--- src/rtl/bdpe_fifo.sv ---
// ----------------------------------------------------------------------------
// bdpe_fifo
// Short register FIFO between the hash front end and the probe back end.
// ----------------------------------------------------------------------------
module bdpe_fifo #(
    parameter int WIDTH = 8,
    parameter int DEPTH = 2    // power of two, at least 2
) (
    input  logic             clk,
    input  logic             rst_n,
    input  logic             push,
    input  logic [WIDTH-1:0] wr_data,
    output logic             full,
    input  logic             pop,
    output logic [WIDTH-1:0] rd_data,
    output logic             not_empty
);

    localparam int PTR_W = $clog2(DEPTH);

    logic [WIDTH-1:0] mem_reg [DEPTH];
    logic [PTR_W-1:0] wr_ptr_reg, wr_ptr_next;
    logic [PTR_W-1:0] rd_ptr_reg, rd_ptr_next;
    logic [PTR_W:0]   count_reg, count_next;
    logic             do_push, do_pop;

    assign full      = (count_reg == (PTR_W+1)'(DEPTH));
    assign not_empty = (count_reg != '0);
    assign do_push   = push && !full;
    assign do_pop    = pop && not_empty;
    assign rd_data   = mem_reg[rd_ptr_reg];

    always_comb
    begin
        wr_ptr_next = wr_ptr_reg;
        rd_ptr_next = rd_ptr_reg;
        count_next  = count_reg;
        if (do_push)
        begin
            wr_ptr_next = wr_ptr_reg + 1'b1;
        end
        if (do_pop)
        begin
            rd_ptr_next = rd_ptr_reg + 1'b1;
        end
        if (do_push && !do_pop)
        begin
            count_next = count_reg + 1'b1;
        end
        else if (do_pop && !do_push)
        begin
            count_next = count_reg - 1'b1;
        end
    end

    always_ff @(posedge clk or negedge rst_n)
    begin
        if (!rst_n)
        begin
            wr_ptr_reg <= '0;
            rd_ptr_reg <= '0;
            count_reg  <= '0;
        end
        else
        begin
            wr_ptr_reg <= wr_ptr_next;
            rd_ptr_reg <= rd_ptr_next;
            count_reg  <= count_next;
        end
    end

    always_ff @(posedge clk)
    begin
        if (do_push)
        begin
            mem_reg[wr_ptr_reg] <= wr_data;
        end
    end

endmodule

--- config.mk ---
export PLATFORM = sky130hd
export DESIGN_NAME = bdpe_fifo
export DESIGN_NICKNAME = d
export VERILOG_FILES = /design/src/rtl/bdpe_fifo.sv
export SDC_FILE = /design/constraint.sdc
export NUM_CORES = 1
export LEC_CHECK = 0
export BUFFER_PORTS_ARGS = -buffer_cell sky130_fd_sc_hd__buf_4
export CELL_PAD_IN_SITES_DETAIL_PLACEMENT = 1
export CELL_PAD_IN_SITES_GLOBAL_PLACEMENT = 1
export CORE_MARGIN = 3
export CORE_UTILIZATION = 39
export CTS_BUF_LIST = sky130_fd_sc_hd__clkbuf_2
export CTS_CLUSTER_DIAMETER = 50
export DETAILED_ROUTE_END_ITERATION = 7
export GPL_TIMING_DRIVEN = 0
export PLACE_DENSITY_LB_ADDON = 0.1
export SETUP_SLACK_MARGIN = 0.1
export SYNTH_ARGS = -nofsm -noshare
export SYNTH_HDL_FRONTEND = slang
export SYNTH_SLANG_ARGS = --single-unit
export TNS_END_PERCENT = 50
--- constraint.sdc ---
create_clock -name clk -period 1.35 [get_ports clk]
set_input_delay 0.27 -clock clk [delete_from_list [all_inputs] [get_ports clk]]
set_output_delay 0.27 -clock clk [all_outputs]
set_load 0.02 [all_outputs]
Yosys cells after proc, flatten, opt, wreduce, memory -nomap -nowiden:

Memories as Yosys holds them, arrays and structs flattened.
Cells that the tools add are included.

* register bits: 4
* bits in writable memories: 16
* input bits: 12
* logic and storage cells: 22
* memories: 1

Memory list
* mem_reg: depth 2, width 8, rd ports 1, clocked after Yosys merged registers in 0, write ports 1, RTL line 21 `logic [WIDTH-1:0] mem_reg [DEPTH];`

* add/subtract/negate cells: 4
* equality and inequality tests: 1
* mux-type cells: 4
* reductions and logical operators: 9

Operators with widths (number)
* 1-bit logical AND: 4
* 2-bit two-way mux: 2
* 2-bit nonzero test: 2
* 1-bit logical NOT: 3
* 1-bit adder (second input constant): 2
* 2-bit by 1-bit adder with 2-bit output (second input constant): 1
* 2-bit equality test (second input constant): 1
* 1-bit two-way mux: 2
* 2-bit by 1-bit subtractor with 2-bit output (second input constant): 1

Longest topological paths before layout:

* word-level depth: 7
* gate-level depth with buffers: 7
* depth with buffers taken out: 7

Least setup slack after synthesis:

OpenSTA, ideal clock, no wires.

* path kind: register to register
* start point: register count_reg[0]
* end point: memory mem_reg[0][0] (enable)
* library setup time: 0.370 ns
* data arrival time: 0.986 ns
* data required time: 0.980 ns
* setup slack: -0.006 ns
* cell stages (with the launch flop): 4
* period minus slack after synthesis: 1.356 ns
* cells stage by stage: dfrtp_1 -> nand2b_1 -> nand2_2 -> nor2_1

* cells in the longest elaborated chain, start to end: 5

Ends and longest elaborated chain
* start, declared: RTL line 24 `logic [PTR_W:0] count_reg, count_next;`
* start signal, assigned: RTL line 68 `count_reg <= count_next;`
* 2-bit equality test: RTL line 27 `assign full = (count_reg == (PTR_W+1)'(DEPTH));`
* 1-bit logical NOT: RTL line 29 `assign do_push = push && !full;`
* 1-bit logical AND: RTL line 29
* 1-bit two-way mux: RTL line 74 `if (do_push)`
* 1-bit two-way mux (not written as such): RTL line 76 `mem_reg[wr_ptr_reg] <= wr_data;`
* end, declared: RTL line 21

Every way passes these cells.

Final worst setup path:

* start point: register rd_ptr_reg
* end point: output port rd_data[6]

* cells in the longest elaborated chain, start to end: 1

Ends and longest elaborated chain
* start, declared: RTL line 23 `logic [PTR_W-1:0] rd_ptr_reg, rd_ptr_next;`
* start signal, assigned: RTL line 67 `rd_ptr_reg <= rd_ptr_next;`
* memory 2 x 8 bit
* end, declared: RTL line 15 `output logic [WIDTH-1:0] rd_data,`

Every way passes these cells.

==> summary.md <==
| Metric | Value |
|---|---|
| Status | `finished, violations left` |
| Failing checks | `setup timing` |
| Overall Global Routing Usage | `0.137` |
| Crit-path slowest cell | `dfrtp_1` |
| Starting DRT DRC Count | `2` |
| Synth area leaders | `edfxtp_1 61%, dfrtp_1 13%, mux2_1 11%, xnor2_1 3.3%, xor2_1 2.2%` |
| Area post-placement | `975 µm²` |
| Area growth, synth to finish | `47.8%` |
| Die height | `50.9 µm` |
| Clock Skews | `0.0119 ns` |
| Tmin final | `1.59 ns` |
| Core area | `1820 µm²` |
| Vias per inst | `4.63` |
| Setup Viol. Count Final | `11` |
| Met1 wire length | `516 µm` |
| Critical Path RT | `1.08 ns` |
| Fin worst setup slack | `-0.244 ns` |
| First-pass GRT wire length | `2500 µm` |
| Synth warn | `0` |
| Port Buf Inserts | `21` |
| Clk sinks | `20` |
| Crit path cell chain | `buf_6, mux2_4, buf_6` |
| CP peak stage delay | `0.44 ns` |
| Maximum clock rate | `627 MHz` |
| CP top delay family | `flip-flops` |
| Distinct cells, synth | `14` |
| Commonest non-fill, non-tap cell in the layout | `edfxtp_1` |
| Vias in the first global route | `546` |
| Metal3 WL | `59 µm` |
| Fraction of layout cells with a size suffix above 1 | `0.649` |
| Nets@finish | `88` |
| Leading area contributor after synthesis | `edfxtp_1` |
| Die footprint | `2590 µm²` |
| Worst-path clk slew | `0.18 ns` |
| Post-route cell area | `1160 µm²` |
| Slew margin rel. | `0.824` |
| CTS root buffer | `clkbuf_2` |
| DRT Pass-1 Iters | `3` |
| DR DRC count | `0` |
| Hold Path Class | `in2reg` |
| WL final | `1420 µm` |
| Avg WL per Cell | `14.3 µm` |
| I/O pin total | `22` |
| Max Cap Violations | `0` |
| Bufs and invs on worst path | `2` |
| Commonest cells after routing, fill and taps aside | `16 x edfxtp_1, 13 x buf_6, 13 x buf_4` |
| Initial antenna violation count | `0` |
| Static Leakage | `0.000490 µW` |
| Share of the synthesized area in the top cell type | `0.611` |
| Core Rows | `15` |
| # diodes | `0` |
| Final std cells w/o fill | `99` |
| Critical path type | `reg2out` |
| Max reg flops | `16` |
| CP endpoint kind | `primary output` |
| Top sig layer | `met4` |
| Flops & latches, synth | `20` |
| CP Launch Type | `flop` |
| CTS max path bufs | `2` |
| Peak VDD IR | `0.00110 V` |
| CTS tree | `done` |
| Tcrit/Tclk final | `1.18` |
| CTS buffer count | `3` |
| Synthesized instance count | `44` |
| Hold_ws | `0.120 ns` |
| Mapped Area | `786 µm²` |
| Placed cell count | `90` |
| Max-slew violations | `0` |
| Via Count | `458` |
| Critical path peak fanout | `5` |
| Total power per unit cell area | `2230 nW/µm²` |
| RSZ-0062 raised after global routing | `true` |
| Syn nets | `57` |
| Mean Syn Cell Area | `17.9 µm²` |
| Worst Setup SP | `rd_ptr_reg` |
| Skew-Pair Late Insertion Delay | `0.32 ns` |
| H-Tree Depth | `1` |
| Post-route antenna net violation count | `0` |
| Initial Utilization | `0.432` |
| # fillers | `179` |
| Largest net degree at the start of global routing | `12` |
| Final Hold Viols | `0` |
| Critical path arrival | `1.32 ns` |
| Top cell by count, worst path | `buf_6` |
| Worst-margin pin slew | `0.263 ns` |
| Reg2reg start | `count_reg[1]` |
| Global route total overflow | `0` |
| DIE WIDTH | `50.9 µm` |
| Sequential share of the synthesized area | `0.739` |
| Met2 wire length | `810 µm` |
| RePlAce Congestion | `0.710` |
| Hold Crit Start | `wr_data[1]` |
| Post-DP HPWL | `989 µm` |
[cell usage after synthesis]
cell type,count
ha_1,1
xor2_1,2
mux2_1,8
xnor2_1,3
nor2_1,2
dfrtp_1,4
nand2_2,1
inv_1,2
buf_2,1
or2_4,1
nand2b_1,1
edfxtp_1,16
nand2_4,1
and3_1,1
[worst reg2reg max path: cells and delay by family (launching register included)]
family / cells / cell delay [ns]
flops: 1 / 0.44
xor+xnor: 2 / 0.29
simple gates: 3 / 0.28
buf+inv: 2 / 0.16
fa+ha+maj: 1 / 0.15
[cells by family after synthesis]
kind of cell / Yosys count / synth area share
multiplexers: 8 / 0.115
adder cells (fa/ha/maj): 1 / 0.0159
buffers and inverters: 3 / 0.0159
XOR/XNOR: 5 / 0.0557
AND/OR/NAND/NOR: 7 / 0.0589
flip-flops: 20 / 0.739
[per-stage QoR]
| step | power (µW) | TNS [ns] | setup slack [ns] | util |
|---|---|---|---|---|
| floorplan | 1530 | -0.0509 | -0.00634 | - |
| CTS | 2550 | -2.20 | -0.258 | 0.626 |
| detailed placement | 1880 | -2.47 | -0.288 | 0.535 |
| global route | 2760 | -2.97 | -0.325 | 0.638 |
| finish | 2580 | -2.09 | -0.244 | 0.638 |
| global placement | 1850 | -2.23 | -0.254 | 0.535 |
[layer usage]
layer	track usage	vias to the layer above
met2	0.241	14
li1	-	216
met5	0	-
met4	0.0673	0
met1	0.154	225
met3	0.0350	3
[power breakdown]
part / internal (µW) / total [µW] / switching (µW)
logic: 771 / 1390 / 617
registers: 861 / 956 / 94.3
clock network: 64.4 / 240 / 175
[repair_timing]
action	in CTS	in global routing
pin swaps	2	5
resized for setup	30	4
setup endpoints to repair	28	24
hold endpoints to repair	4	0
cloned	1	0
setup buffers	2	1
hold buffers	1	0
[area by class of cell]
class | count | area (µm²) | share of cell area
Inverter | 2 | 10.0 | 0.00862
Buffer | 1 | 11.3 | 0.00970
Clock inverter | 1 | 3.75 | 0.00323
Clock buffer | 3 | 15.0 | 0.0129
Sequential cell | 20 | 581 | 0.500
Timing Repair Buffer | 26 | 243 | 0.209
Tap cell | 25 | 31.3 | 0.0269
Multi-Input combinational cell | 21 | 267 | 0.230
[final timing paths]
check | end | slack (ns) | cells past startpoint
min reg2reg | count_reg[1] | 0.53 | 1
max | rd_data[6] | -0.24 | 3
max reg2reg | count_reg[1] | -0.03 | 8
min | mem_reg[0][1] | 0.12 | 1
max in group asynchronous | rd_ptr_reg | 0.99 | 2
min in group asynchronous | wr_ptr_reg | 0.24 | 2
No activity file was read; power rests on OpenSTA's default activity.
