File: src/rtl/bdpe_pkg.sv
// ----------------------------------------------------------------------------
// bdpe_pkg
// Shared types, widths and constants for the bucket dedup / priority emitter.
// ----------------------------------------------------------------------------
package bdpe_pkg;

    localparam int TABLE_SLOTS_DEF = 4096;
    localparam int MAX_RESULTS_DEF = 1024;
    localparam int QUEUE_DEPTH     = 2;

    localparam int COORD_W  = 16;
    localparam int KEY_W    = 3 * COORD_W;
    localparam int ENTRY_W  = KEY_W + 1;
    localparam int ZOOM_W   = 5;
    localparam int WEIGHT_W = 21;
    localparam int PRIO_W   = 22;
    localparam int DIST_W   = 18;
    localparam int IDX_W    = 10;
    localparam int LIMIT_W  = 12;

    localparam int CFG_ADDR_W = 5;
    localparam int CFG_DATA_W = 32;
    localparam int S_TDATA_W  = 48;
    localparam int M_TDATA_W  = 88;

    localparam logic [LIMIT_W-1:0] LIMIT_RESET = '1;

    // splitmix64 finalizer constants
    localparam logic [63:0] HASH_INC  = 64'h9E37_79B9_7F4A_7C15;
    localparam logic [63:0] HASH_MUL1 = 64'hBF58_476D_1CE4_E5B9;
    localparam logic [63:0] HASH_MUL2 = 64'h94D0_49BB_1331_11EB;
    localparam int          HASH_SH1  = 30;
    localparam int          HASH_SH2  = 27;
    localparam int          HASH_SH3  = 31;

    typedef enum logic [2:0] {
        ST_DUPLICATE   = 3'd0,
        ST_ACCEPTED    = 3'd1,
        ST_ACCEPT_STOP = 3'd2,
        ST_OUT_FULL    = 3'd3,
        ST_TABLE_FULL  = 3'd4,
        ST_CLEARED     = 3'd5
    } status_t;

    typedef enum logic [2:0] {
        REG_CENTER_X    = 3'd0,
        REG_CENTER_Y    = 3'd1,
        REG_CENTER_Z    = 3'd2,
        REG_WEIGHT      = 3'd3,
        REG_ZOOM        = 3'd4,
        REG_ABORT_LIMIT = 3'd5
    } reg_idx_t;

    typedef enum logic {
        FUNC_CLEAR = 1'b0,
        FUNC_OFFER = 1'b1
    } func_t;

    typedef enum logic [2:0] {
        F_IDLE,
        F_ADD,
        F_MIX,
        F_MUL,
        F_PUSH
    } front_state_t;

    typedef enum logic [1:0] {
        B_INIT,
        B_IDLE,
        B_PROBE,
        B_CLEAR
    } back_state_t;

    typedef struct packed {
        logic [COORD_W-1:0]  center_x;
        logic [COORD_W-1:0]  center_y;
        logic [COORD_W-1:0]  center_z;
        logic [WEIGHT_W-1:0] weight;
        logic [ZOOM_W-1:0]   zoom;
        logic [LIMIT_W-1:0]  abort_limit;
    } cfg_t;

    typedef struct packed {
        func_t               func;
        logic [COORD_W-1:0]  x;
        logic [COORD_W-1:0]  y;
        logic [COORD_W-1:0]  z;
        logic [PRIO_W-1:0]   prio;
    } qitem_t;

    localparam int QITEM_W = $bits(qitem_t);

    typedef struct packed {
        status_t             status;
        logic [COORD_W-1:0]  x;
        logic [COORD_W-1:0]  y;
        logic [COORD_W-1:0]  z;
        logic [ZOOM_W-1:0]   zoom;
        logic [PRIO_W-1:0]   prio;
        logic [IDX_W-1:0]    idx;
    } result_t;

endpackage

File: src/rtl/bdpe_front.sv
// ----------------------------------------------------------------------------
// bdpe_front
// Accepts transactions, computes the priority and the splitmix64 home slot
// with one shared 32x32 multiplier, and queues the classified item.
// ----------------------------------------------------------------------------
module bdpe_front
    import bdpe_pkg::*;
#(
    parameter int TABLE_SLOTS = TABLE_SLOTS_DEF,
    localparam int SLOT_W = $clog2(TABLE_SLOTS)
) (
    input  logic               clk,
    input  logic               rst_n,
    input  logic               enable,
    input  logic               in_valid,
    output logic               in_ready,
    input  func_t              in_func,
    input  logic [COORD_W-1:0] in_x,
    input  logic [COORD_W-1:0] in_y,
    input  logic [COORD_W-1:0] in_z,
    input  cfg_t               cfg,
    output logic               push,
    input  logic               q_full,
    output qitem_t             push_item,
    output logic [SLOT_W-1:0]  push_slot
);

    // partial product order of one 64x64 (low half) multiply
    localparam logic [1:0] MUL_LO   = 2'd0;
    localparam logic [1:0] MUL_HI_A = 2'd1;
    localparam logic [1:0] MUL_HI_B = 2'd2;

    function automatic logic [COORD_W-1:0] absdiff(input logic [COORD_W-1:0] a,
                                                   input logic [COORD_W-1:0] b);
        absdiff = (a > b) ? (a - b) : (b - a);
    endfunction

    front_state_t      state_reg, state_next;
    qitem_t            item_reg, item_next;
    logic [63:0]       val_reg, val_next;
    logic [63:0]       op_reg, op_next;
    logic [63:0]       acc_reg, acc_next;
    logic              pass_reg, pass_next;
    logic [1:0]        step_reg, step_next;
    logic [DIST_W-1:0] dist_reg, dist_next;

    logic [63:0] mul_const;
    logic [31:0] mul_a, mul_b;
    logic [63:0] prod;
    logic [63:0] addend;
    logic [63:0] hash;

    assign mul_const = pass_reg ? HASH_MUL2 : HASH_MUL1;
    assign mul_a     = (step_reg == MUL_HI_A) ? op_reg[63:32] : op_reg[31:0];
    assign mul_b     = (step_reg == MUL_HI_B) ? mul_const[63:32] : mul_const[31:0];
    assign prod      = mul_a * mul_b;
    assign addend    = (step_reg == MUL_LO) ? prod : {prod[31:0], 32'd0};
    assign hash      = acc_reg ^ (acc_reg >> HASH_SH3);

    assign push_item = item_reg;
    assign push_slot = hash[SLOT_W-1:0];

    always_comb
    begin
        state_next = state_reg;
        item_next  = item_reg;
        val_next   = val_reg;
        op_next    = op_reg;
        acc_next   = acc_reg;
        pass_next  = pass_reg;
        step_next  = step_reg;
        dist_next  = dist_reg;
        in_ready   = 1'b0;
        push       = 1'b0;
        unique case (state_reg)
            F_IDLE:
            begin
                in_ready = enable;
                if (in_valid && enable)
                begin
                    item_next.func = in_func;
                    item_next.x    = in_x;
                    item_next.y    = in_y;
                    item_next.z    = in_z;
                    item_next.prio = '0;
                    state_next     = (in_func == FUNC_OFFER) ? F_ADD : F_PUSH;
                end
            end
            F_ADD:
            begin
                val_next  = {16'd0, item_reg.x, item_reg.y, item_reg.z} + HASH_INC;
                dist_next = DIST_W'(absdiff(item_reg.x, cfg.center_x))
                          + DIST_W'(absdiff(item_reg.y, cfg.center_y))
                          + DIST_W'(absdiff(item_reg.z, cfg.center_z));
                pass_next  = 1'b0;
                state_next = F_MIX;
            end
            F_MIX:
            begin
                op_next   = pass_reg ? (acc_reg ^ (acc_reg >> HASH_SH2))
                                     : (val_reg ^ (val_reg >> HASH_SH1));
                acc_next  = '0;
                step_next = MUL_LO;
                if (!pass_reg)
                begin
                    item_next.prio = PRIO_W'(dist_reg)
                                   + {{(PRIO_W-WEIGHT_W){cfg.weight[WEIGHT_W-1]}}, cfg.weight};
                end
                state_next = F_MUL;
            end
            F_MUL:
            begin
                acc_next  = acc_reg + addend;
                step_next = step_reg + 2'd1;
                if (step_reg == MUL_HI_B)
                begin
                    if (pass_reg)
                    begin
                        state_next = F_PUSH;
                    end
                    else
                    begin
                        pass_next  = 1'b1;
                        state_next = F_MIX;
                    end
                end
            end
            F_PUSH:
            begin
                push = !q_full;
                if (!q_full)
                begin
                    state_next = F_IDLE;
                end
            end
            default:
            begin
                state_next = F_IDLE;
            end
        endcase
    end

    always_ff @(posedge clk or negedge rst_n)
    begin
        if (!rst_n)
        begin
            state_reg <= F_IDLE;
            pass_reg  <= 1'b0;
            step_reg  <= MUL_LO;
        end
        else
        begin
            state_reg <= state_next;
            pass_reg  <= pass_next;
            step_reg  <= step_next;
        end
    end

    always_ff @(posedge clk)
    begin
        item_reg <= item_next;
        val_reg  <= val_next;
        op_reg   <= op_next;
        acc_reg  <= acc_next;
        dist_reg <= dist_next;
    end

endmodule

File: config.mk
export PLATFORM = sky130hd
export DESIGN_NAME = bdpe_front
export DESIGN_NICKNAME = d
export VERILOG_FILES = /design/src/rtl/bdpe_pkg.sv /design/src/rtl/bdpe_front.sv
export SDC_FILE = /design/constraint.sdc
export NUM_CORES = 2
export LEC_CHECK = 0
export BUFFER_PORTS_ARGS = -buffer_cell sky130_fd_sc_hd__buf_2
export CORE_MARGIN = 1.5
export CORE_UTILIZATION = 45
export DETAILED_ROUTE_END_ITERATION = 8
export HOLD_SLACK_MARGIN = 0.03
export PLACE_DENSITY = 0.64
export SLEW_MARGIN = 20
export SYNTH_ARGS = -nofsm -noshare
export SYNTH_HDL_FRONTEND = slang
export SYNTH_SLANG_ARGS = --single-unit
File: constraint.sdc
create_clock -name clk -period 16.9 [get_ports clk]
set_input_delay 1.69 -clock clk [delete_from_list [all_inputs] [get_ports clk]]
set_output_delay 1.69 -clock clk [all_outputs]
set_load 0.01 [all_outputs]
==> Word level (Yosys, flattened, before mapping) <==
Cells that the tools add are included.
{ "word_totals": {"out_inout_bits": 85, "ff_bits": 287, "ramBits": 0, "romBits": 0, "latchBits": 0, "n_memories": 0, "inputBits": 140} }
{ "op_classes": {"shift": 0, "mul": 1, "div_mod_pow": 0, "order_cmp": 3, "bitwise_logic": 3, "n_reduce_logical": 11, "mux": 23, "eq_ne": 10, "addsub": 12} }
{ "ops": {"columns": ["op", "n"], "rows": [
  ["$mux W64", 2],
  ["$pmux W64 S2", 1],
  ["$sub A16 B16 Y16", 6],
  ["$add A48 B64 Y64 const B", 1],
  ["$add A64 B64 Y64", 1],
  ["$mul A32 B32 Y64", 1],
  ["$mux W32", 2],
  ["$xor A64 B34 Y64", 1],
  ["$xor A64 B37 Y64", 1],
  ["$mux W62", 1],
  ["$gt A16 B16 Y1", 3],
  ["$mux W16", 3],
  ["$mux W22", 2],
  ["$pmux W22 S2", 1],
  ["$add A19 B21 Y22", 1],
  ["$add A17 B16 Y18", 1],
  ["$add A16 B16 Y17", 1],
  ["$mux W3", 5],
  ["$pmux W3 S5", 1],
  ["$xor A12 B12 Y12", 1],
  ["$ne A2 B2 Y1 const B", 4],
  ["$eq A3 B2 Y1 const B", 2],
  ["$reduce_and A3 Y1", 2],
  ["$reduce_bool A2 Y1", 3],
  ["other kinds (13)", 16]
]} }

==> Longest topological paths before layout <==
{ "depth": {"ltp_word": 6, "mapped_depth": 51} }

==> Worst setup path before layout <==
Ideal clock, no wire load.
{ "synth_timing": {"path_type": "reg2reg", "from": "register step_reg[1]", "to": "register acc_reg[63] (data pin)", "period_less_slack_ns": 11.429, "path_stages_with_launch": 46, "arrival_ns": 11.174, "path_buffers": 4, "slack_ns": 5.471, "setup_ns": 0.255, "cell_sequence": "dfrtp_1 > inv_1 > ha_1 > clkbuf_1 > clkbuf_1 > clkbuf_1 > mux2_2 > inv_1 > or3_1 > o21ai_0 > inv_1 > fa_1 > inv_1 > fa_1 > fa_1 > inv_1 > fa_1 > inv_1 > [... 10 more ...] > o21ai_0 > a41o_1 > a21oi_1 > xnor2_1 > nand2_1 > o21ai_0 > ha_1 > clkbuf_1 > nand3_1 > nor3_1 > o311ai_0 > nand4_1 > nand2_1 > o221a_2 > o21ai_0 > a21oi_1 > xnor3_1 > and2_1"} }
{ "synth_between": {"elab_chain_cells": 6, "word_cells_on_any_way": 9, "classes_between": "1 x add/sub; 1 x mul; 2 x eq/ne; 4 x mux; 1 x reduce/logical"} }
{ "synth_rtl": {"columns": ["element", "line", "text"], "rows": [
  ["from (decl)", "bdpe_front.sv:44", "logic [1:0] step_reg, step_next;"],
  ["from (signal assigned)", "bdpe_front.sv:155", "step_reg <= step_next;"],
  ["$eq A2 B1 Y1 / $eq A2 B2 Y1 (equally long branches)", "bdpe_front.sv:54, bdpe_front.sv:55", null],
  ["$mux W32, on equally long branches", "bdpe_front.sv:54, bdpe_front.sv:55", null],
  ["$mul A32 B32 Y64", "bdpe_front.sv:56", "assign prod = mul_a * mul_b;"],
  ["$mux W64 *", "bdpe_front.sv:57", "assign addend = (step_reg == MUL_LO) ? prod : {prod[31:0], 32'd0};"],
  ["$add A64 B64 Y64 *", "bdpe_front.sv:113", "acc_next = acc_reg + addend;"],
  ["$pmux W64 S2 *", "bdpe_front.sv:75", "unique case (state_reg)"],
  ["to (signal assigned)", "bdpe_front.sv:164", "acc_reg <= acc_next;"],
  ["to (decl)", "bdpe_front.sv:42", "logic [63:0] acc_reg, acc_next;"]
]} }
Mark *: on every way between the ends. The rest lies on a longest branch, timed or not.
A chain may end at the register's enable or synchronous reset.

==> Final worst setup path <==
{ "layout_timing": {"from": "register step_reg[1]", "to": "register acc_reg[58] (data pin)"} }
Same word-level chain as after synthesis.

==> Implementation_results.wiki <==
{| class="wikitable"
! Metric !! Value
|-
| Total detailed-routing wirelength || approximately 170 mm
|-
| Worst reg-to-reg setup slack || roughly 3.8 ns
|-
| CTS root buf || clkbuf_16
|-
| Headroom to the max-slew limit || 27.5%
|-
| Worst-path fanout max || 22
|-
| Number of buffers between clock root and the deepest sink || 3
|-
| Async SR Flop Fraction || under 10%
|-
| Required time of the critical path || between 15 and 20 ns
|-
| Minimum clock period after layout || between 10 and 15 ns
|-
| Unrepaired setup endpoints after global routing || no
|-
| Number of synthesized register bits || between 200 and 300
|-
| Arr. time, crit path || around 13 ns
|-
| Outcome || completed
|-
| Maximum clock frequency || between 70 and 80 MHz
|-
| Insertion delay to the later sink of the worst-skew pair || 0.61 ns
|-
| Post-route antenna net violation count || 0
|-
| Worst min-delay path startpoint || val_reg[23]$_DFFE_PP_
|-
| Gpl congestion || between 1 and 1.5
|-
| Total setup buffers inserted after CTS || 0
|-
| Endpoint of the worst register-to-register path || acc_reg[58]$_SDFFCE_PN0P_
|-
| Critical path startpoint category || register
|-
| Fraction of the yosys area taken by sequential cells || 16.3%
|-
| Post-synthesis instance area || just over 50000 um2
|-
| Post-synth EDFFs || ~270
|-
| Setup-violating endpoint count in the final report || 0
|-
| Slew Limit Fails || 0
|-
| Number of warnings issued by yosys || 0
|-
| Total die area || around 110000 um2
|-
| Pin count of the biggest net entering global routing || between 60 and 70
|-
| Largest register FFs || 71
|-
| Accumulated negative setup slack || 0 ns
|-
| Area growth from synthesis to layout || 7.10%
|-
| Cell at the slowest stage of the critical path || o41ai_1
|-
| Leftover overflow at the end of global routing || 0
|-
| Count of filler cells inserted in the layout || around 11000
|-
| Number of violations reported at the end of detailed-routing iteration 0 || around 3700
|-
| Wire length per cell after detailed routing || around 24 um
|-
| Layout Skew || approximately 0.044 ns
|-
| Post-synth net total || 6834
|-
| Total of cells resized after clock tree synthesis || 0
|-
| Die Wd || about 340 um
|-
| Crit path largest cell delay || between 0.7 and 0.8 ns
|-
| Standard-cell rows || approximately 120
|-
| Starting density of the core || a little under half
|-
| Mean number of vias per cell || approximately 5.5
|-
| Post-synthesis cell type count || between 80 and 90
|-
| Ys flop type || edfxtp_1
|-
| Endpoint of the worst hold path || op_reg[23]$_DFFE_PP_
|-
| Number of nets in the final layout || about 7000
|-
| Ratio of final minimum period to clock period || between 70 and 80%
|-
| Vias post-DR || roughly 38000
|-
| Number of remaining DRC errors || 0
|-
| Final count of hold timing violations || 0
|-
| Most frequent standard cell in the layout excluding fill and tap cells || inv_1
|-
| Kind of critical path || register to register
|-
| Number of sinks on the clock net || between 200 and 300
|-
| Min-delay worst type || register to register
|-
| CTS Buf Count || 28
|-
| Number of stages on the worst hold path || 1
|-
| Clock transition at the registers of the reported paths || 0.06 ns
|-
| Vias in the first global route || roughly 40000
|-
| Commonest cells after routing, fill and taps aside || inv_1, fa_1, ha_1
|-
| Post-CTS Hold Fix Bufs || 0
|-
| Tot GR Track Use || approximately 29%
|-
| Ports || between 200 and 250
|-
| Count of input and output buffers || 207
|-
| First-pass iteration count of the detailed router || 6
|-
| Initial antenna violation count || 8
|-
| Dpl ws || around 4 ns
|-
| Path depth of the worst reg2reg path || 38
|-
| Slew of the pin with the lowest slew margin || 1.08 ns
|-
| Deepest level of the CTS H-tree || 1
|-
| Synthesized area divided by synthesized cell count || 9.51 um2
|-
| # Max-Cap Violations || 0
|-
| Fraction of final layout cells sized beyond drive strength 1 || around 7.4%
|-
| Startpoint of the worst register-to-register path || step_reg[1]$_DFFE_PN0P_
|-
| Die extent in y || ~340 um
|-
| Detailed placement HPWL || between 100 and 150 mm
|-
| Post-route worst setup slack || 3.78 ns
|-
| Core ar. || ~110000 um2
|-
| Cell occurring most often along the worst timing path || fa_1
|-
| Endpoint type of the worst setup path || register
|-
| Total non-filler cell area in the finished layout || approximately 54000 um2
|-
| Clock tree from TritonCTS || yes
|-
| Cell count after synthesis || ~5300
|-
| Post-placement cell area || 53300 um2
|-
| First-pass GRT wire length || between 200 and 250 mm
|}
## layer usage
metal | global-route usage (%) | part of all wire (%) | vias to the layer above
met5 | 0 | 0.022 | -
met2 | 46.5 | 46 | 1613
met4 | 10.1 | 3.9 | 6
li1 | - | - | 17200
met1 | 38.6 | 41 | 19000
met3 | 6.96 | 9.1 | 287
## kinds of logic (layout without fill, tap and decap cells)
kind of cell	after synthesis	count (layout)	synth area share [%]
adders and majority gates	1374	1374	46.2
muxes	111	111	2.33
and+or+nand+nor	1058	1058	9.33
other	0	3	0
buffers and inverters	1358	1498	10.1
xor gates and xnor gates	299	299	5.20
DFF	275	275	16.3
AOI/OAI and AO/OA	845	845	10.6
## worst max-delay path, delay by kind of cell (launching register included)
| family | cells | cell delay [ns] |
|---|---|---|
| mux | 2 | 0.48 |
| compound gates | 11 | 3.40 |
| buf+inv | 7 | 1.19 |
| fa+ha+maj | 11 | 5.32 |
| xor+xnor | 1 | 0.59 |
| flops | 1 | 0.42 |
| simple gates | 6 | 1.39 |
## synth_stat cells, types with 10 or more instances
master	count	share of area (%)
a31o_2	13	0.22
mux2i_1	58	1.1
and3_1	25	0.31
ha_1	552	14
nor2_1	411	3.0
nand4_1	45	0.56
o211ai_1	10	0.15
o21bai_1	53	0.79
a21o_1	138	2.0
edfxtp_1	269	16
o21ai_0	164	1.6
o21a_1	11	0.16
a31oi_1	24	0.30
xor2_1	114	2.0
nand3_1	34	0.34
and2_1	43	0.53
o31ai_1	11	0.16
fa_1	822	33
or2_2	17	0.21
a211oi_1	14	0.21
clkbuf_1	137	1.0
a21oi_1	289	2.9
or3_1	16	0.20
nand2_1	321	2.4
nor3_1	43	0.43
mux2_2	53	1.2
nand2b_1	53	0.66
o22ai_1	12	0.15
xnor2_1	184	3.2
buf_1	12	0.089
a21boi_0	12	0.18
nor2b_1	28	0.35
inv_1	1202	8.9
## per-stage QoR
step	utilization (%)	hold WS, ns	instances
6_report	48.8	0.541	6951
3_5_place_dp	47.9	0.537	6896
5_1_grt	48.8	0.573	6950
4_1_cts	48.8	0.545	6948
2_1_floorplan	-	0.489	5320
3_3_place_gp	47.9	0.529	6896
## layout make-up
cell class	count	area [um2]	area share, %
Clock buffer	31	712	1.31
Clock inverter	21	228	0.420
Antenna cell	3	7.51	0.0138
Sequential cell	275	8230	15.2
Tap cell	1488	1860	3.43
Timing Repair Buffer	242	1300	2.40
Multi-Input combinational cell	3687	37300	68.9
Inverter	1204	4520	8.34
## worst max-delay path by stage
| stage | start | endpoint | slack (ns) | depth (start not counted) |
|---|---|---|---|---|
| after floorplan | step_reg[1]$_DFFE_PN0P_ | acc_reg[63]$_SDFFCE_PN0P_ | 5.47 | 45 |
| after global placement | step_reg[1]$_DFFE_PN0P_ | acc_reg[58]$_SDFFCE_PN0P_ | 4.01 | 38 |
| final | step_reg[1]$_DFFE_PN0P_ | acc_reg[58]$_SDFFCE_PN0P_ | 3.78 | 38 |
| after detailed placement | step_reg[1]$_DFFE_PN0P_ | acc_reg[58]$_SDFFCE_PN0P_ | 3.95 | 38 |
| after CTS | step_reg[1]$_DFFE_PN0P_ | acc_reg[58]$_SDFFCE_PN0P_ | 3.86 | 38 |
| after global routing | step_reg[1]$_DFFE_PN0P_ | acc_reg[63]$_SDFFCE_PN0P_ | 3.06 | 43 |
Power is not shown: default switching activity piles up to over one toggle a cycle in this logic, so the estimate is an artifact.
